`src/hw/rtl/bvts_pkg.sv`:
```
// shared types, constants and helpers for the binary voxel trilinear sampler
// no dependencies
package bvts_pkg;

    localparam int MAX_DIM   = 64;
    localparam int FRAC_W    = 16;
    localparam int COORD_W   = 18;
    localparam int UCOORD_W  = FRAC_W + 1;
    localparam int DIM_W     = 7;
    localparam int IDX_W     = $clog2(MAX_DIM);
    localparam int ADDR_W    = 18;
    localparam int DEPTH     = 1 << ADDR_W;
    localparam int NXY_W     = 2 * IDX_W + 1;
    localparam int YT_W      = 2 * IDX_W;
    localparam int SCALE_W   = 16;
    localparam int DENS_W    = 24;
    localparam int VQ_W      = DIM_W;
    localparam int FIFO_DEPTH = 4;
    localparam int FIFO_AW   = $clog2(FIFO_DEPTH);

    localparam logic [UCOORD_W-1:0] ONE_FX = UCOORD_W'(1) << FRAC_W;
    localparam logic [DIM_W-1:0] MAX_DIM_V = DIM_W'(MAX_DIM);

    typedef enum logic [1:0] {
        REG_SIZE_X = 2'd0,
        REG_SIZE_Y = 2'd1,
        REG_SIZE_Z = 2'd2,
        REG_SCALE  = 2'd3
    } cfg_reg_t;

    typedef enum logic {
        MODE_WRITE = 1'b0,
        MODE_QUERY = 1'b1
    } mode_t;

    // classified item passed from the front end to the back end
    typedef struct packed {
        logic                is_query;
        logic                in_unit;
        logic [UCOORD_W-1:0] cx;
        logic [UCOORD_W-1:0] cy;
        logic [UCOORD_W-1:0] cz;
        logic [ADDR_W-1:0]   widx;
        logic                wbit;
    } item_t;

    typedef struct packed {
        logic [DIM_W-1:0] nx;
        logic [DIM_W-1:0] ny;
        logic [DIM_W-1:0] nz;
        logic [SCALE_W-1:0] scale;
    } cfg_t;

    // zero acts as one, anything above the grid limit saturates
    function automatic logic [DIM_W-1:0] eff_size(input logic [DIM_W-1:0] n);
        logic [DIM_W-1:0] r;
        if (n == '0) begin
            r = DIM_W'(1);
        end else if (n > MAX_DIM_V) begin
            r = MAX_DIM_V;
        end else begin
            r = n;
        end
        return r;
    endfunction

endpackage

```
`src/hw/rtl/bvts_fifo.sv`:
```
// short item queue between front and back end
// depends on bvts_pkg
module bvts_fifo (
    input  logic            aclk,
    input  logic            aresetn,
    input  logic            push,
    input  bvts_pkg::item_t push_item,
    output logic            full,
    input  logic            pop,
    output logic            not_empty,
    output bvts_pkg::item_t head
);
    import bvts_pkg::*;

    item_t                ent_reg [FIFO_DEPTH];
    logic [FIFO_AW-1:0]   wp_reg, wp_next, rp_reg, rp_next;
    logic [FIFO_AW:0]     cnt_reg, cnt_next;
    logic                 do_pop;

    assign full      = (cnt_reg == (FIFO_AW+1)'(FIFO_DEPTH));
    assign not_empty = (cnt_reg != '0);
    assign head      = ent_reg[rp_reg];
    assign do_pop    = pop && not_empty;

    always_comb begin
        wp_next  = push ? wp_reg + FIFO_AW'(1) : wp_reg;
        rp_next  = do_pop ? rp_reg + FIFO_AW'(1) : rp_reg;
        cnt_next = cnt_reg + (FIFO_AW+1)'(push) - (FIFO_AW+1)'(do_pop);
    end

    always_ff @(posedge aclk) begin
        if (!aresetn) begin
            wp_reg  <= '0;
            rp_reg  <= '0;
            cnt_reg <= '0;
        end else begin
            wp_reg  <= wp_next;
            rp_reg  <= rp_next;
            cnt_reg <= cnt_next;
        end
    end

    always_ff @(posedge aclk) begin
        if (push) begin
            ent_reg[wp_reg] <= push_item;
        end
    end

endmodule

```
`config.mk`:
```
export PLATFORM = sky130hd
export DESIGN_NAME = bvts_fifo
export DESIGN_NICKNAME = d
export VERILOG_FILES = /design/src/hw/rtl/bvts_pkg.sv /design/src/hw/rtl/bvts_fifo.sv
export SDC_FILE = /design/constraint.sdc
export NUM_CORES = 1
export LEC_CHECK = 0
export BUFFER_PORTS_ARGS = -buffer_cell sky130_fd_sc_hd__buf_2
export CORE_ASPECT_RATIO = 1.4
export CORE_MARGIN = 4
export CORE_UTILIZATION = 35
export DETAILED_ROUTE_END_ITERATION = 12
export PLACE_DENSITY = 0.51
export SLEW_MARGIN = 10
export SYNTH_ARGS = -nofsm -noshare
export SYNTH_HDL_FRONTEND = slang
export SYNTH_SLANG_ARGS = --single-unit
export TNS_END_PERCENT = 50
```
`constraint.sdc`:
```
create_clock -name aclk -period 7.6 [get_ports aclk]
set_clock_uncertainty 0.05 [all_clocks]
set_input_delay 2.28 -clock aclk [delete_from_list [all_inputs] [get_ports aclk]]
set_output_delay 2.28 -clock aclk [all_outputs]
set_load 0.05 [all_outputs]
```
==> results.py <==
metrics = {
    "synthesis": {
        "syn_area_per_cell_um2": 26.0,
        "synth_compound_area_frac": 0.00160,
        "yosys_register_bits": 297,
        "muxShareOfSynthArea": 0.153,
        "synth_top_family_by_area": "multiplexers",
        "synthFlopType": "edfxtp_1",
        "synth_edf_count": 288,
        "synth_area_leader_cell": "edfxtp_1",
        "synthArstFlopShare": 0,
        "synth_fa_ha_area_frac": 0.00869,
        "post_synth_and_or_nand_nor_area_fraction": 0.00812,
        "ys_top_cells_by_area": "edfxtp_1, mux4_2, dfxtp_1",
        "synth_fp_nets": 504,
        "yosysSeqAreaShare": 0.807,
        "syn_inst": 421,
        "synth-xor-area-share": 0.00286,
        "synth.cell_area_mm2": 0.0109,
        "synth_cell_type_count": 22,
        "ys_warn_count": 0,
        "yosysTopAreaCellShare": 0.790,
    },
    "sta": {
        "setup_violations": 0,
        "relSlewSlack": 0.222,
        "tightestPinTransition_ps": 1170,
        "tns_ps": 0,
        "rsz0062_at_grt": "no",
        "fin_ws_ps": 2260,
        "fin_crit_ps": 5340,
        "finalCritPeriodShare": 0.703,
        "fmax_ghz": 0.187,
        "hold_viol_final": 0,
        "maxSlewViolCount": 0,
    },
    "placed_design": {
        "place.port_buffers": 149,
        "pre_cts_slack_ps": 2650,
        "gp_congestion": 0.687,
        "hpwl_um": 12500,
        "place_inst": 949,
    },
    "cells_and_area": {
        "largest_register_ffs": 288,
        "regArea_mm2": 0.00884,
        "fin_util": 0.426,
        "multiInputGateArea_mm2": 0.00191,
        "area_growth_pct": 19.9,
        "fillers": 2734,
        "fin_nets": 674,
        "drive_gt1_frac": 0.447,
        "instances_no_fill": 1006,
    },
    "critical_path": {
        "worstPathMaxFanout": 47,
        "required_ps": 5270,
        "regToRegEndpoint": "ent_reg[2][28]",
        "critPathLaunchType": "flip-flop",
        "endpoint_kind": "output pin",
        "path_class": "flip-flop to output pin",
        "arrival_ps": 3010,
        "r2r_setup_slack_ps": 5410,
        "rr_worst_depth": 4,
        "rr_startpoint": "wp_reg[0]",
    },
    "floorplanning": {
        "start_util": 0.355,
        "fp-row-count": 76,
        "coreArea_mm2": 0.0308,
        "ios": 150,
        "die_w_um": 157,
        "dieArea_mm2": 0.0342,
        "die_y_um": 217,
    },
    "routing": {
        "wire_per_inst_um": 21.1,
        "drc": 0,
        "wl_um": 21200,
        "first_pass_iters": 4,
        "final_antenna_net_count": 0,
        "vias_per_cell": 4.85,
        "via_count": 4884,
        "drtIter0Drc": 162,
    },
    "clocking": {
        "cts.sinks": 297,
        "htree_levels": 1,
        "cts_resized": 0,
        "clkTransAtPathRegs_ps": 50,
        "clkLatencyLatePin_ps": 530,
        "numCtsBuffers": 30,
        "tritoncts": "built",
        "cts_hold_buf": 0,
        "root_buffer": "clkbuf_16",
        "cts.path.max_buffers": 3,
        "cts_setup_buffers": 0,
    },
    "job": {
        "cap_violations": 0,
    },
    "status": {
        "status": "completed",
    },
    "pwr": {
        "peakVddDrop_mv": 0.237,
        "p_per_area_mw_per_mm2": 348,
        "finalPower_mw": 4.57,
        "p_leak_nw": 4.41,
    },
    "hold_path": {
        "min_path_type": "flip-flop to flip-flop",
        "min_path_cells": 2,
        "hp-start": "rp_reg[1]",
    },
    "global_route": {
        "overflow": 0,
        "grt_pass1_wl_um": 31900,
        "grt_pass1_vias": 5467,
        "grt_usage": 0.124,
        "grt_antenna_before_repair": 3,
        "grt_start_max_net_pins": 73,
    },
}
## critical path, stage by stage, from the launching register on
cell and delay [ps]:
dfxtp_4 1000, buf_4 610, mux4_2 600, buf_2 230
## layer usage
layer,track usage,share of wire
met1,0.137,0.36
met3,0.0241,0.051
met4,0.0385,0.021
met2,0.237,0.57
met5,0,0.0013
## how the worst max path moves through the flow
| stage | end | slack [ps] | depth (start not counted) |
|---|---|---|---|
| after floorplan | ent_reg[0][0] | 3150 | 1 |
| after global placement | head[17] | 2670 | 3 |
| after detailed placement | head[17] | 2650 | 3 |
| after CTS | head[17] | 2060 | 3 |
| after global routing | head[17] | 1930 | 3 |
| final | head[17] | 2260 | 3 |
## cells in the final DEF (no fill, tap or decap), types with 2 or more instances in the layout
cell       synthesis  layout
and2_1             8       4
and2_4             0       4
buf_2              7     149
buf_4              0       5
bufinv_16          0       7
clkbuf_1           1       4
clkbuf_16          0      31
clkinv_1           0       7
clkinv_2           0       4
dfxtp_1            9       7
dfxtp_4            0       2
edfxtp_1         288     288
ha_1               6       6
inv_1              6       6
mux2i_1            4       4
mux4_1             2       2
mux4_2            70      70
nand2_1            2       2
nand2b_1           2       2
## report_power, final
group | switching [mW] | internal (mW) | total (mW)
Sequential | 0.102 | 1.89 | 1.99
Combinational | 0.678 | 0.339 | 1.02
Clock | 0.581 | 0.981 | 1.56
## cells by family after synthesis
family          Yosys count
mux                      76
xor+xnor                  2
buf+inv                  22
compound gates            2
flops                   297
fa+ha+maj                 7
simple gates             15
## synthesized netlist by cell type (2+ instances only)
cell and instances:
mux2i_1 4, buf_2 7, edfxtp_1 288, nand2_1 2
nand2b_1 2, dfxtp_1 9, ha_1 6, mux4_1 2
mux4_2 70, buf_12 7, inv_1 6, and2_1 8
## stage by stage
stage          hold slack, ps  area (um^2)
6_report                  420        13100
5_1_grt                   464        13100
4_1_cts                   427        13100
3_5_place_dp              422        12000
3_3_place_gp              407        12000
2_1_floorplan             399        10900
## final cells by class
cell class | instances | area share
clock inverter | 21 | 0.0220
timing repair buffer | 154 | 0.0597
clock buffer | 35 | 0.0603
tap | 390 | 0.0372
sequential | 297 | 0.673
inverter | 6 | 0.00172
antenna | 1 | 0.000191
multi-input combinational | 102 | 0.146
No activity file was read; power rests on OpenSTA's default activity.
