===== config.mk =====
export PLATFORM = sky130hd
export DESIGN_NAME = bvts_front
export DESIGN_NICKNAME = d
export VERILOG_FILES = /design/src/hw/rtl/bvts_pkg.sv /design/src/hw/rtl/bvts_front.sv
export SDC_FILE = /design/constraint.sdc
export NUM_CORES = 1
export LEC_CHECK = 0
export BUFFER_PORTS_ARGS = -buffer_cell sky130_fd_sc_hd__buf_2
export CAP_MARGIN = 20
export CORE_MARGIN = 1.5
export CORE_UTILIZATION = 43
export CTS_BUF_LIST = sky130_fd_sc_hd__clkbuf_4 sky130_fd_sc_hd__clkbuf_8
export DETAILED_ROUTE_END_ITERATION = 7
export GPL_TIMING_DRIVEN = 0
export PLACE_DENSITY_LB_ADDON = 0.12
export SYNTH_ARGS = -nofsm -noshare
export SYNTH_HDL_FRONTEND = slang
export SYNTH_SLANG_ARGS = --single-unit
export TNS_END_PERCENT = 30

===== constraint.sdc =====
create_clock -name aclk -period 3.1 [get_ports aclk]
set_clock_uncertainty 0.05 [all_clocks]
set_input_delay 0.465 -clock aclk [delete_from_list [all_inputs] [get_ports aclk]]
set_output_delay 0.465 -clock aclk [all_outputs]
set_load 0.01 [all_outputs]

===== src/hw/rtl/bvts_pkg.sv =====
// shared types, constants and helpers for the binary voxel trilinear sampler
// no dependencies
package bvts_pkg;

    localparam int MAX_DIM   = 64;
    localparam int FRAC_W    = 16;
    localparam int COORD_W   = 18;
    localparam int UCOORD_W  = FRAC_W + 1;
    localparam int DIM_W     = 7;
    localparam int IDX_W     = $clog2(MAX_DIM);
    localparam int ADDR_W    = 18;
    localparam int DEPTH     = 1 << ADDR_W;
    localparam int NXY_W     = 2 * IDX_W + 1;
    localparam int YT_W      = 2 * IDX_W;
    localparam int SCALE_W   = 16;
    localparam int DENS_W    = 24;
    localparam int VQ_W      = DIM_W;
    localparam int FIFO_DEPTH = 4;
    localparam int FIFO_AW   = $clog2(FIFO_DEPTH);

    localparam logic [UCOORD_W-1:0] ONE_FX = UCOORD_W'(1) << FRAC_W;
    localparam logic [DIM_W-1:0] MAX_DIM_V = DIM_W'(MAX_DIM);

    typedef enum logic [1:0] {
        REG_SIZE_X = 2'd0,
        REG_SIZE_Y = 2'd1,
        REG_SIZE_Z = 2'd2,
        REG_SCALE  = 2'd3
    } cfg_reg_t;

    typedef enum logic {
        MODE_WRITE = 1'b0,
        MODE_QUERY = 1'b1
    } mode_t;

    // classified item passed from the front end to the back end
    typedef struct packed {
        logic                is_query;
        logic                in_unit;
        logic [UCOORD_W-1:0] cx;
        logic [UCOORD_W-1:0] cy;
        logic [UCOORD_W-1:0] cz;
        logic [ADDR_W-1:0]   widx;
        logic                wbit;
    } item_t;

    typedef struct packed {
        logic [DIM_W-1:0] nx;
        logic [DIM_W-1:0] ny;
        logic [DIM_W-1:0] nz;
        logic [SCALE_W-1:0] scale;
    } cfg_t;

    // zero acts as one, anything above the grid limit saturates
    function automatic logic [DIM_W-1:0] eff_size(input logic [DIM_W-1:0] n);
        logic [DIM_W-1:0] r;
        if (n == '0) begin
            r = DIM_W'(1);
        end else if (n > MAX_DIM_V) begin
            r = MAX_DIM_V;
        end else begin
            r = n;
        end
        return r;
    endfunction

endpackage


===== src/hw/rtl/bvts_front.sv =====
// front end: input register and query classification (inside test)
// depends on bvts_pkg
module bvts_front (
    input  logic                         aclk,
    input  logic                         aresetn,
    input  logic                         in_valid,
    output logic                         in_ready,
    input  logic                         in_mode,
    input  logic [bvts_pkg::COORD_W-1:0] in_cx,
    input  logic [bvts_pkg::COORD_W-1:0] in_cy,
    input  logic [bvts_pkg::COORD_W-1:0] in_cz,
    input  logic [bvts_pkg::ADDR_W-1:0]  in_idx,
    input  logic                         in_bit,
    output logic                         push,
    output bvts_pkg::item_t              push_item,
    input  logic                         q_full
);
    import bvts_pkg::*;

    logic  f_valid_reg, f_valid_next;
    item_t f_item_reg;
    logic  fire;

    // inside the closed box: 0 <= c <= ONE
    function automatic logic in_box(input logic [COORD_W-1:0] c);
        return !c[COORD_W-1] && ($signed(c) <= $signed({1'b0, ONE_FX}));
    endfunction

    assign in_ready     = !f_valid_reg || !q_full;
    assign fire         = in_valid && in_ready;
    assign push         = f_valid_reg && !q_full;
    assign push_item    = f_item_reg;
    assign f_valid_next = fire || (f_valid_reg && !push);

    always_ff @(posedge aclk) begin
        if (!aresetn) begin
            f_valid_reg <= 1'b0;
        end else begin
            f_valid_reg <= f_valid_next;
        end
    end

    always_ff @(posedge aclk) begin
        if (fire) begin
            f_item_reg.is_query <= (in_mode == MODE_QUERY);
            f_item_reg.in_unit  <= in_box(in_cx) && in_box(in_cy) && in_box(in_cz);
            f_item_reg.cx       <= in_cx[UCOORD_W-1:0];
            f_item_reg.cy       <= in_cy[UCOORD_W-1:0];
            f_item_reg.cz       <= in_cz[UCOORD_W-1:0];
            f_item_reg.widx     <= in_idx;
            f_item_reg.wbit     <= in_bit;
        end
    end

endmodule


==> results by stage, run 1 <==
Status:
- The run finished with clean final reports.

Setup path:
- The critical path goes through nand2_1, and2_4.
- The top cell family by delay on the critical path is simple AND/OR/NAND/NOR gates.
- The number of cells on the worst reg-to-reg path is 2.
- STA classifies the critical path endpoint as a flop.
- The critical path class is flop to flop.
- Tracing the worst setup path back leads to its startpoint at f_valid_reg.
- The slowest stage of the critical path belongs to the cell sky130_fd_sc_hd__and2_4.
- The critical path ends at push_item[9].
- The worst setup path is launched from a flop.
- The biggest cell delay along the critical path is approximately 0.74 ns.
- Setup slack on the worst reg-to-reg path comes out at 1.50 ns.
- For the worst setup path, the data arrival time is around 1.5 ns.
- The largest driver fanout on the critical path is between 70 and 80.
- The critical path contains buffers and inverters numbering 0 combined.
- The critical path crosses 2 cells after its start point.
- Data on the critical path is required at its endpoint by roughly 3.0 ns.
- The worst register-to-register path ends at push_item[9].
- The launching point of the worst reg2reg path is f_valid_reg.

Route:
- The top layer used by detailed routing is met4.
- The number of nets still failing antenna checks after routing is 0.
- The routed wire length on met3 is 505 um.
- The count of unresolved DRC violations after routing is 0.
- The DRC violation total after the first TritonRoute iteration is 103.
- The average routed wire per standard cell is 14.1 um.
- Using the TritonRoute via totals, the vias-per-cell ratio works out to 4.54.
- The aggregate routed wire length is about 4700 um.
- The first TritonRoute pass finished after 4 iterations.
- Across all layers, the routed design uses 1521 vias.
- Wire segments on met2 add up to roughly 2400 um in the final route.
- The wire length on met1 is roughly 1700 um.

Synthesis:
- The area fraction in and, or, nand and nor cells after synthesis is approximately 5.2%.
- The synthesized netlist contains 11 unique library cells.
- The number of instances in the synthesized netlist is just under 100.
- The portion of the post-synthesis area used by sequential elements is approximately 93%.
- The synthesized-area fraction occupied by xor and xnor cells is 0%.
- The compound-gate portion of the synthesized area is ~1.3%.
- The post-synthesis mux area share is 0%.
- The net count after synthesis is about 180.
- After synthesis, the largest family of logic cells by area is simple AND/OR/NAND/NOR gates.
- The summed instance area of the synthesized netlist is 2350 sq um.
- The count of synthesis-stage warnings from yosys is 0.
- The adder-cell share of the synthesized area is 0%.
- Averaged over all synthesized cells, the footprint is approximately 24 sq um.
- After synthesis the netlist holds a flip-flop and latch count of 73.

Floorplan:
- The initialized floorplan defines 26 standard-cell rows.
- The floorplan step set the die height to 76.9 um.
- Measured along the x axis, the die boundary spans between 70 and 80 um.
- The floorplan core area is around 5200 sq um.
- roughly 150 I/O pins were placed.
- The die footprint is 5910 sq um.
- The initial core utilization is 45.4%.

STA:
- Subtracting the final worst setup slack from the clock period gives between 1.5 and 2 ns.
- Adding up every negative setup slack in the final design gives 0 ns.
- In this run the tightest slew margin relative to its limit is around 40%.
- After layout, the worst path uses approximately 50% of the clock period.
- The hold violation total from the final report is 0.
- For the pin with the worst max-slew slack, the measured transition is around 0.9 ns.
- The worst path meets setup with about 1.5 ns of slack.
- Setup violations remaining at the end of the flow were counted as 0.
- Setup repair after global routing left no endpoint under its margin.
- The final max-slew violation count is 0.
- For this run, the top clock speed supported by timing is roughly 630 MHz.

Layout:
- The final net count is 338.
- The filler cells instantiated in the layout total just over 400.
- The area growth from synthesis to layout is 43.1%.
- The finished cells cover about 3400 sq um.
- The fraction of final layout cells sized beyond drive strength 1 is roughly 63%.
- The number of flip-flops in the largest register is 72.
- The total area of sequential cells is 2180 sq um.
- The non-filler instance count after layout is between 300 and 400.
- The number of antenna cells inserted is 0.
- In the final layout, the multi-input gates occupy around 160 sq um.

Clock tree:
- The TritonCTS clock tree is built.
- The maximum buffer depth of the clock tree is 2.
- CTS placed an instance of sky130_fd_sc_hd__clkbuf_8 at the clock tree root.
- The number of setup buffers added after CTS is 0.
- The depth of the CTS H-tree is 3.
- The post-cts hold buffer count is 0.
- The number of clock buffers inserted by TritonCTS is 9.
- Clock tree synthesis found a total of 73 sinks.
- The number of gates resized after CTS was 0.
- The worst-skew pair later-pin latency is roughly 0.31 ns.
- Clock-pin slew was measured on the worst setup and hold paths at about 0.07 ns.

Hold path:
- In this run the worst hold path is classified as input pin to flop.
- In this run the most critical hold path is launched from in_idx[10].

Placement:
- Buffers placed on the I/O ports in this run total 151.
- The placed cell area is 3190 sq um.
- The worst slack after detailed placement is 1.24 ns.
- The congestion estimate from routability-driven global placement came to between 0.7 and 0.8.
- The placed cell count is around 320.

Power and ir drop:
- The total power is between 1.5 and 2 mW.
- The worst vdd rail ir drop is about 0.35 mV.
- The cell area power density is 582 nW/um^2.
- In this run the static leakage power is 1.43 nW.

GRT:
- The wire length of the first global-routing pass is 6830 um.
- The number of antenna violations at the first check in global routing came to 0.
- The via count of the first global-routing pass is between 1000 and 1500.
- The pin count of the biggest net entering global routing is between 70 and 80.
- The total global-route track usage is about 16%.
- The aggregate global routing overflow is 0.

Job:
- The number of maximum-capacitance constraint violations is 0.
[cells in the final DEF, fill, tap and decap left out]
| cell type | count |
|---|---|
| sky130_fd_sc_hd__clkbuf_8 | 9 |
| sky130_fd_sc_hd__clkbuf_4 | 3 |
| sky130_fd_sc_hd__nor4_1 | 11 |
| sky130_fd_sc_hd__edfxtp_1 | 72 |
| sky130_fd_sc_hd__or3_1 | 1 |
| sky130_fd_sc_hd__clkinv_2 | 1 |
| sky130_fd_sc_hd__nor2b_1 | 2 |
| sky130_fd_sc_hd__nand2_1 | 1 |
| sky130_fd_sc_hd__clkinv_1 | 2 |
| sky130_fd_sc_hd__inv_1 | 3 |
| sky130_fd_sc_hd__a41oi_1 | 3 |
| sky130_fd_sc_hd__clkinvlp_4 | 1 |
| sky130_fd_sc_hd__and2_4 | 1 |
| sky130_fd_sc_hd__nor4_2 | 2 |
| sky130_fd_sc_hd__a21oi_1 | 1 |
| sky130_fd_sc_hd__dfxtp_1 | 1 |
| sky130_fd_sc_hd__buf_2 | 151 |
[through the flow]
| step | hold WS, ns | util [%] |
|---|---|---|
| after global placement | 0.471 | 61.7 |
| after floorplan | 0.441 | - |
| after CTS | 0.249 | 64.9 |
| final | 0.267 | 64.9 |
| after global routing | 0.247 | 64.9 |
| after detailed placement | 0.487 | 61.7 |
[worst reg2reg max path: cells and delay by family (launching register included)]
family        cells  cell delay, ns
flops             1            0.32
simple gates      2            0.82
[synthesized netlist by cell type]
library cell / count / area share (%)
sky130_fd_sc_hd__edfxtp_1: 72 / 92
sky130_fd_sc_hd__nor4_1: 11 / 2.9
sky130_fd_sc_hd__a41oi_1: 3 / 1.1
sky130_fd_sc_hd__inv_1: 3 / 0.48
sky130_fd_sc_hd__nor2b_1: 2 / 0.53
sky130_fd_sc_hd__nor4_2: 2 / 1.1
sky130_fd_sc_hd__a21oi_1: 1 / 0.21
sky130_fd_sc_hd__and2_1: 1 / 0.27
sky130_fd_sc_hd__dfxtp_1: 1 / 0.85
sky130_fd_sc_hd__nand2_1: 1 / 0.16
sky130_fd_sc_hd__or3_1: 1 / 0.27
[cell type report]
type / instances / area share [%]
flip-flops and latches: 73 / 65.0
repair buffers: 151 / 22.5
multi-input cells: 22 / 4.66
clock buffers: 12 / 4.36
well taps: 70 / 2.61
clock inverters: 4 / 0.596
inverters: 3 / 0.335
[per-layer routing]
| metal | global-route usage (%) | vias up |
|---|---|---|
| li1 | - | 735 |
| met5 | 0 | - |
| met2 | 27.2 | 97 |
| met3 | 6.07 | 9 |
| met1 | 17.4 | 680 |
| met4 | 7.96 | 0 |
[cells by family after synthesis]
group | after synthesis
buf+inv | 3
flops | 73
simple gates | 18
compound gates | 4
[power by group]
| part | switching (mW) | internal, mW |
|---|---|---|
| registers | 0.0123 | 1.15 |
| clock network | 0.306 | 0.311 |
| logic | 0.0970 | 0.0750 |
[how the worst min path moves through the flow]
stage | to | slack, ns | depth (start not counted)
6_report | push_item[11] | 0.27 | 1
5_1_grt | push_item[9] | 0.25 | 1
4_1_cts | push_item[6] | 0.25 | 1
3_5_place_dp | f_valid_reg | 0.49 | 2
3_3_place_gp | f_valid_reg | 0.47 | 2
2_1_floorplan | f_valid_reg | 0.44 | 2
Note: power is estimated with default switching activity, not from simulation.
==> run 2: changes to the inputs <==
ABC_AREA = 1   (was unset)
CORE_UTILIZATION = 44   (was 43)
clock period = 1.6 ns   (was 3.1 ns; I/O delays follow)
==> results by stage, run 2 <==
Status:
- Outcome: complete, no violations (unchanged).

Route:
- The via count came to 1669 (was 1521).
- The number of nets still failing antenna checks after routing is 0 (unchanged).
- The detailed route wirelength on metal2 is 2590 um (was 2370 um).
- The count of unresolved DRC violations after routing is 0 (unchanged).
- The average via count per standard cell is 4.50 (was 4.54).
- The wire length on met1 is 1790 um (was 1750 um).
- The aggregate routed wire length is 5000 um (was 4710 um).
- The first-pass iteration count of the detailed router is 4 (unchanged).
- The DRC violation total after the first TritonRoute iteration came to 105 (was 103).
- The average routed wire per standard cell came to 13.5 um (was 14.1 um).
- The routed wire length on met3 is 492 um (was 505 um).
- The top layer used by detailed routing is met4 (unchanged).

STA:
- The setup TNS after final layout is 0 ns (unchanged).
- The number of failing setup endpoints in the final timing report is 0 (unchanged).
- The actual slew at the worst max-slew pin came to 0.793 ns (was 0.902 ns).
- Setup repair after global routing missed its margin: false (unchanged).
- The final critical-path share of the clock period is 92.9% (was 51.5%).
- The fmax is 673 MHz (was 627 MHz).
- The worst slew margin relative to its limit came to 47.1% (was 39.9%).
- The final max-slew violation count is 0 (unchanged).
- The hold violation total from the final report is 0 (unchanged).
- The post-layout minimum cycle time is 1.49 ns (was 1.60 ns).

Layout:
- The number of flip-flops in the largest register is 72 (unchanged).
- The fraction of final layout cells sized beyond drive strength 1 was 56.8% (was 63.4%).
- The area added between synthesis and finish was 44.6% (was 43.1%).
- Commonest non-fill, non-tap cells in the layout: sky130_fd_sc_hd__buf_2 (151), sky130_fd_sc_hd__edfxtp_1 (72), sky130_fd_sc_hd__nor2_1 (32), sky130_fd_sc_hd__nand2_1 (21), sky130_fd_sc_hd__clkbuf_8 (9) (was sky130_fd_sc_hd__buf_2 (151), sky130_fd_sc_hd__edfxtp_1 (72), sky130_fd_sc_hd__nor4_1 (11), sky130_fd_sc_hd__clkbuf_8 (9)).
- The number of antenna cells inserted came to 0 (unchanged).
- The final net count came to 374 (was 338).
- The most common cell after layout, fill and taps aside is sky130_fd_sc_hd__buf_2 (unchanged).

Power and ir drop:
- The worst vdd rail ir drop was 0.637 mV (was 0.347 mV).
- The cell area power density is 1100 nW/um^2 (was 582 nW/um^2).
- The leakage power was 1.51 nW (was 1.43 nW).
- The total power is 3.84 mW (was 1.95 mW).

Clock tree:
- The TritonCTS clock tree is built (unchanged).
- The count of clock tree sinks is 73 (unchanged).
- The maximum buffer depth of the clock tree was 2 (unchanged).
- The worst-skew pair later-pin latency was 0.33 ns (was 0.31 ns).
- The clock root buffer is sky130_fd_sc_hd__clkbuf_8 (unchanged).
- The number of clock buffers inserted by TritonCTS came to 9 (unchanged).
- The post-cts hold buffer count is 0 (unchanged).
- The depth of the CTS H-tree is 3 (unchanged).
- The clock-pin slew on the worst setup and hold paths is 0.07 ns (about the same).

Synthesis:
- Cells taking the most area after synthesis: sky130_fd_sc_hd__edfxtp_1 (89%), sky130_fd_sc_hd__nor2_1 (5.0%), sky130_fd_sc_hd__nand2_1 (3.3%), sky130_fd_sc_hd__dfxtp_1 (0.83%), sky130_fd_sc_hd__nor3_4 (0.67%) (was sky130_fd_sc_hd__edfxtp_1 (92%), sky130_fd_sc_hd__nor4_1 (2.9%), sky130_fd_sc_hd__a41oi_1 (1.1%), sky130_fd_sc_hd__nor4_2 (1.1%), sky130_fd_sc_hd__dfxtp_1 (0.85%)).
- Leading post-synthesis cells by instance count: sky130_fd_sc_hd__edfxtp_1 (72), sky130_fd_sc_hd__nor2_1 (32), sky130_fd_sc_hd__nand2_1 (21), sky130_fd_sc_hd__inv_1 (2) (was sky130_fd_sc_hd__edfxtp_1 (72), sky130_fd_sc_hd__nor4_1 (11), sky130_fd_sc_hd__a41oi_1 (3), sky130_fd_sc_hd__inv_1 (3)).
- The most used flip-flop cell after synthesis is sky130_fd_sc_hd__edfxtp_1 (unchanged).
- The net count after synthesis is 209 (was 176).
- The share of Yosys cell area claimed by the top area cell type is 89.4% (was 92.1%).
- The number of flip-flops and latches in the synthesized netlist is 73 (unchanged).
- The portion of the post-synthesis area used by sequential elements came to 90.3% (was 93.0%).
- The summed instance area of the synthesized netlist is 2420 sq um (was 2350 sq um).
- The largest area contributor in the synthesized netlist is sky130_fd_sc_hd__edfxtp_1 (unchanged).
- The count of synthesis-stage warnings from yosys was 0 (unchanged).
- The mean instance size in the synthesized netlist is 18.5 sq um (was 24.0 sq um).
- The number of instances in the synthesized netlist came to 131 (was 98).
- The share of synthesized registers carrying an async set or reset is 0% (unchanged).
- The number of enable-type register cells in the synthesized netlist came to 72 (unchanged).
- The number of distinct library cells after synthesis is 8 (was 11).
- The leading cell type by number of instances after synthesis was sky130_fd_sc_hd__edfxtp_1 (unchanged).

Floorplan:
- The floorplan core area is 5200 sq um (was 5170 sq um).
- The vertical die dimension is 77.1 um (was 76.9 um).
- The die footprint is 5950 sq um (was 5910 sq um).
- The horizontal die dimension is 77.1 um (was 76.9 um).
- The number of cell rows was 26 (unchanged).
- The top-level I/O count is 152 (unchanged).
- The initial core utilization was 46.4% (was 45.4%).

Job:
- The number of maximum-capacitance constraint violations is 0 (unchanged).

Setup path:
- The critical path class is flop to flop (unchanged).
- The number of cells on the worst reg-to-reg path was 2 (unchanged).
- The arrival time of data at the critical path endpoint was 1.47 ns (was 1.49 ns).
- The element type at the critical path start is a flop (unchanged).
- The largest driver fanout on the critical path is 29 (was 72).
- The reg-to-reg critical path endpoint is push_item[46] (was push_item[9]).
- The data required time at the worst endpoint is 1.58 ns (was 3.00 ns).
- The launching point of the worst reg2reg path is f_valid_reg (unchanged).
- The minimum setup slack among reg-to-reg paths was 0.11 ns (was 1.50 ns).
- The element type at the critical path end was a flop (unchanged).

Placement:
- The wire-length estimate of the detail-placed layout is 3680 um.
- The routability congestion estimate from global placement is 0.709 (was 0.710).
- The port buffer count was 151 (unchanged).

Hold path:
- The start point of the worst min-delay path is in_bit (was in_idx[10]).
- The class of the tightest hold or removal check is input pin to flop (unchanged).
- The worst min-delay path endpoint is push_item[0] (was push_item[11]).
- The worst hold path depth is 1 (unchanged).

GRT:
- The pin count of the biggest net entering global routing is 30 (was 73).
- The via count of the first global-routing pass was 1552 (was 1444).
- The total global-route track usage came to 17.2% (was 16.0%).
- The aggregate global routing overflow is 0 (unchanged).
- The number of antenna violations at the first check in global routing is 0 (unchanged).
- The wire length of the first global-routing pass is 7420 um (was 6830 um).
[run 2: cell count changes after synthesis, sizes merged]
cell	before	now
a21boi	0	1
a41oi	3	0
and2	1	0
inv	3	2
nand2	1	21
nor2	0	32
nor2b	2	0
nor3	0	1
nor4	13	0
or3	1	0
[run 2: final cells by class]
cell class                 count  area, sq um
sequential                    73         2180
fill                         432         1710
timing repair buffer         153          803
multi-input combinational     57          248
clock buffer                  12          146
tap                           70         87.6
clock inverter                 4         20.0
inverter                       2         7.51
[run 2: worst max-delay path, stage by stage (launching register included)]
cell                      delay (ns)
sky130_fd_sc_hd__dfxtp_2        0.36
sky130_fd_sc_hd__a21oi_4        0.50
sky130_fd_sc_hd__buf_12         0.27
[run 2: stage by stage]
step | cell area [sq um] | setup WS, ns | hold WS [ns] | instances | util, %
4_1_cts | 3500 | 0.0990 | 0.0131 | 371 | 67.2
3_3_place_gp | 3270 | -0.878 | 0.367 | 352 | 62.9
5_1_grt | 3500 | 0.0312 | 0.0130 | 371 | 67.2
2_1_floorplan | 2430 | -0.411 | 0.289 | 131 | -
3_5_place_dp | 3320 | -0.179 | 0.368 | 354 | 63.8
6_report | 3500 | 0.113 | 0.0276 | 371 | 67.2
[run 2: how the worst max path moves through the flow]
stage                     start             to  slack (ns)  cells after the start
floorplan           f_valid_reg   push_item[0]       -0.41                      1
global placement         q_full   push_item[8]       -0.88                      2
detailed placement       q_full  push_item[14]       -0.18                      3
CTS                 f_valid_reg  push_item[46]         0.1                      2
global route        f_valid_reg  push_item[47]        0.03                      2
finish              f_valid_reg  push_item[46]        0.11                      2
[run 2: kinds of logic after synthesis]
family,Yosys count,share of synthesized area (%)
AO/OA/AOI/OAI,2,0.518
flip-flops,73,90.3
buffers and inverters,2,0.311
AND/OR/NAND/NOR,54,8.90
[run 2: power breakdown]
| part | switching, mW | internal [mW] | leakage [nW] | total (mW) |
|---|---|---|---|---|
| logic | 0.204 | 0.165 | 0.715 | 0.369 |
| clock network | 0.613 | 0.602 | 0.0857 | 1.22 |
| registers | 0.0252 | 2.23 | 0.705 | 2.26 |
[run 2: per-layer routing]
metal / track usage [%] / vias up
met1: 18.9 / 758
met4: 10.7 / 0
met5: 0 / -
li1: - / 810
met2: 28.5 / 90
met3: 5.83 / 11
[run 2: what timing repair did]
action	4_1_cts	5_1_grt
resized for setup	0	0
endpoints found under the setup margin	47	0
buffers inserted	0	0
==> run 3: changes to the inputs <==
ABC_AREA = unset   (was 1)
CAP_MARGIN = unset   (was 20)
CORE_UTILIZATION = 43   (was 44)
==> results by stage, run 3 (synthesis results as in run 1) <==
Placement:
- The routability congestion estimate from global placement was 0.751 (was 0.709).
- The port buffer count is 151 (unchanged).
- The sum of net half-perimeters after detailed placement is 3430 um (was 3680 um).

Route:
- The aggregate routed wire length was 4750 um (was 5000 um).
- The average via count per standard cell was 4.63 (was 4.50).
- The average routed wire per standard cell was 14.1 um (was 13.5 um).
- The via count is 1556 (was 1669).
- The count of unresolved DRC violations after routing is 0 (unchanged).
- The number of nets still failing antenna checks after routing was 0 (unchanged).
- The first-pass iteration count of the detailed router is 4 (unchanged).
- The DRC violation total after the first TritonRoute iteration is 89 (was 105).

Power and ir drop:
- The clock network power share is 36.8% (was 31.6%).
- The share of power burned in combinational logic is 8.3% (was 9.6%).
- The net switching power is 0.808 mW (was 0.842 mW).
- The switching power share of the total was 19.6% (was 21.9%).
- The worst vdd rail ir drop was 0.733 mV (was 0.637 mV).
- The total power is 4.11 mW (was 3.84 mW).
- The register share of total power is 54.9% (was 58.8%).
- The cell area power density is 1200 nW/um^2 (was 1100 nW/um^2).
- The internal power summed over all cells was 3.30 mW (was 3.00 mW).
- The leakage power was 1.46 nW (was 1.51 nW).

Setup path:
- The sum of buffers and inverters on the critical path is 0 (was 1).
- The element type at the critical path start is a flop (unchanged).
- Sequence of cells on the critical path: nand2_2, and2_4 (was a21oi_4, buf_12).
- The biggest cell delay along the critical path is 0.44 ns (was 0.50 ns).
- The arrival time of data at the critical path endpoint came to 1.23 ns (was 1.47 ns).
- The critical path class is flop to flop (unchanged).
- The data required time at the worst endpoint is 1.52 ns (was 1.58 ns).
- The cell with the largest stage delay on the worst path is sky130_fd_sc_hd__and2_4 (was sky130_fd_sc_hd__a21oi_4).
- The top cell family by delay on the critical path was simple AND/OR/NAND/NOR gates (was compound AO/OA/AOI/OAI gates).
- The element type at the critical path end is a flop (unchanged).
- The largest driver fanout on the critical path came to 36 (was 29).

STA:
- The final critical-path share of the clock period is 81.7% (was 92.9%).
- The final max-slew violation count is 0 (unchanged).
- The post-layout minimum cycle time is 1.31 ns (was 1.49 ns).
- The actual slew at the worst max-slew pin came to 0.473 ns (was 0.793 ns).
- The hold violation total from the final report came to 0 (unchanged).
- The fmax is 765 MHz (was 673 MHz).
- The worst slew margin relative to its limit is 68.5% (was 47.1%).
- The number of failing setup endpoints in the final timing report came to 0 (unchanged).
- Setup repair after global routing missed its margin: false (unchanged).

Clock tree:
- The maximum buffer depth of the clock tree was 2 (unchanged).
- The count of clock tree sinks is 73 (unchanged).
- The depth of the CTS H-tree is 3 (unchanged).
- The TritonCTS clock tree is built (unchanged).
- The clock-pin slew on the worst setup and hold paths came to 0.07 ns (about the same).
- The number of clock buffers inserted by TritonCTS came to 9 (unchanged).
- The worst-skew pair later-pin latency is 0.32 ns (was 0.33 ns).
- The number of setup buffers added after CTS is 0 (unchanged).
- The clock root buffer is sky130_fd_sc_hd__clkbuf_8 (unchanged).

Floorplan:
- The die footprint was 5910 sq um (was 5950 sq um).
- The horizontal die dimension came to 76.9 um (was 77.1 um).
- The floorplan core area came to 5170 sq um (was 5200 sq um).
- The top-level I/O count came to 152 (unchanged).
- The number of cell rows was 26 (unchanged).
- The initial core utilization is 45.4% (was 46.4%).
- The vertical die dimension is 76.9 um (was 77.1 um).

Status:
- Outcome: complete, no violations (unchanged).

GRT:
- The total global-route track usage is 16.6% (was 17.2%).
- The number of antenna violations at the first check in global routing was 0 (unchanged).
- The aggregate global routing overflow is 0 (unchanged).
- The via count of the first global-routing pass is 1525 (was 1552).
- The wire length of the first global-routing pass is 7150 um (was 7420 um).
- The pin count of the biggest net entering global routing is 73 (was 30).

Job:
- The number of maximum-capacitance constraint violations was 0 (unchanged).

Hold path:
- The class of the tightest hold or removal check is input pin to flop (unchanged).

Layout:
- The area added between synthesis and finish is 45.7% (was 44.6%).
- The final net count came to 339 (was 374).
- The number of flip-flops in the largest register is 72 (unchanged).
- The filler cell count is 370 (was 432).
- The share of the core filled with cells is 66.1% (was 67.2%).
- The number of antenna cells inserted is 0 (unchanged).
- The total area of sequential cells came to 2180 sq um (unchanged).
- The most common cell after layout, fill and taps aside is sky130_fd_sc_hd__buf_2 (unchanged).
- The total area of multi-input combinational cells is 168 sq um (was 248 sq um).
- Commonest non-fill, non-tap cells in the layout: sky130_fd_sc_hd__buf_2 (151), sky130_fd_sc_hd__edfxtp_1 (72), sky130_fd_sc_hd__nor4_1 (11), sky130_fd_sc_hd__clkbuf_8 (9) (was sky130_fd_sc_hd__buf_2 (151), sky130_fd_sc_hd__edfxtp_1 (72), sky130_fd_sc_hd__nor2_1 (32), sky130_fd_sc_hd__nand2_1 (21), sky130_fd_sc_hd__clkbuf_8 (9)).
- The fraction of final layout cells sized beyond drive strength 1 is 64.3% (was 56.8%).
==> run 3: worst paths after layout <==
check               from             to  slack (ns)  cells past startpoint
max          f_valid_reg  push_item[63]        0.29                      2
min            in_idx[8]   push_item[9]        0.03                      1
max reg2reg  f_valid_reg  push_item[63]        0.29                      2
min reg2reg  f_valid_reg    f_valid_reg        0.49                      2
==> run 3: routing by layer <==
metal	GRT usage [%]	wire, um
met3	5.12	428
met5	0	0
met2	26.2	2260
met4	12.2	174
met1	19.1	1880
==> run 3: worst register-to-register path, delay by kind of cell (launching register included) <==
kind	cells	cell delay [ns]
and+or+nand+nor	2	0.54
DFF	1	0.33
==> run 3: power groups by stage <==
stage	registers, mW	logic, mW	clock network, mW
3_5_place_dp	2.30	0.339	0
2_1_floorplan	2.36	0.0502	0
6_report	2.26	0.339	1.51
5_1_grt	2.27	0.368	1.62
4_1_cts	2.26	0.339	1.55
3_3_place_gp	2.30	0.335	0
==> run 3: area by class of cell <==
| type | count | area share (%) |
|---|---|---|
| clock buffers | 12 | 4.28 |
| multi-input cells | 23 | 4.90 |
| clock inverters | 4 | 1.98 |
| well taps | 70 | 2.56 |
| repair buffers | 151 | 22.1 |
| flip-flops and latches | 73 | 63.8 |
| inverters | 3 | 0.329 |
==> run 3: per-stage QoR <==
stage	cell area (sq um)	cells	worst slack, ns	TNS, ns	hold WS [ns]
2_1_floorplan	2350	98	0.134	0	0.289
3_3_place_gp	3190	319	-0.0171	-0.939	0.366
3_5_place_dp	3190	319	-0.0420	-2.73	0.368
4_1_cts	3410	335	0.00701	0	0.0172
5_1_grt	3420	336	0.203	0	0.0162
6_report	3420	336	0.292	0	0.0342
==> run 3: what timing repair did <==
action	4_1_cts	5_1_grt
endpoints found under the setup margin	72	72
gates cloned	0	1
gates resized for setup	2	1
hold buffers	0	0
pin swaps	1	1
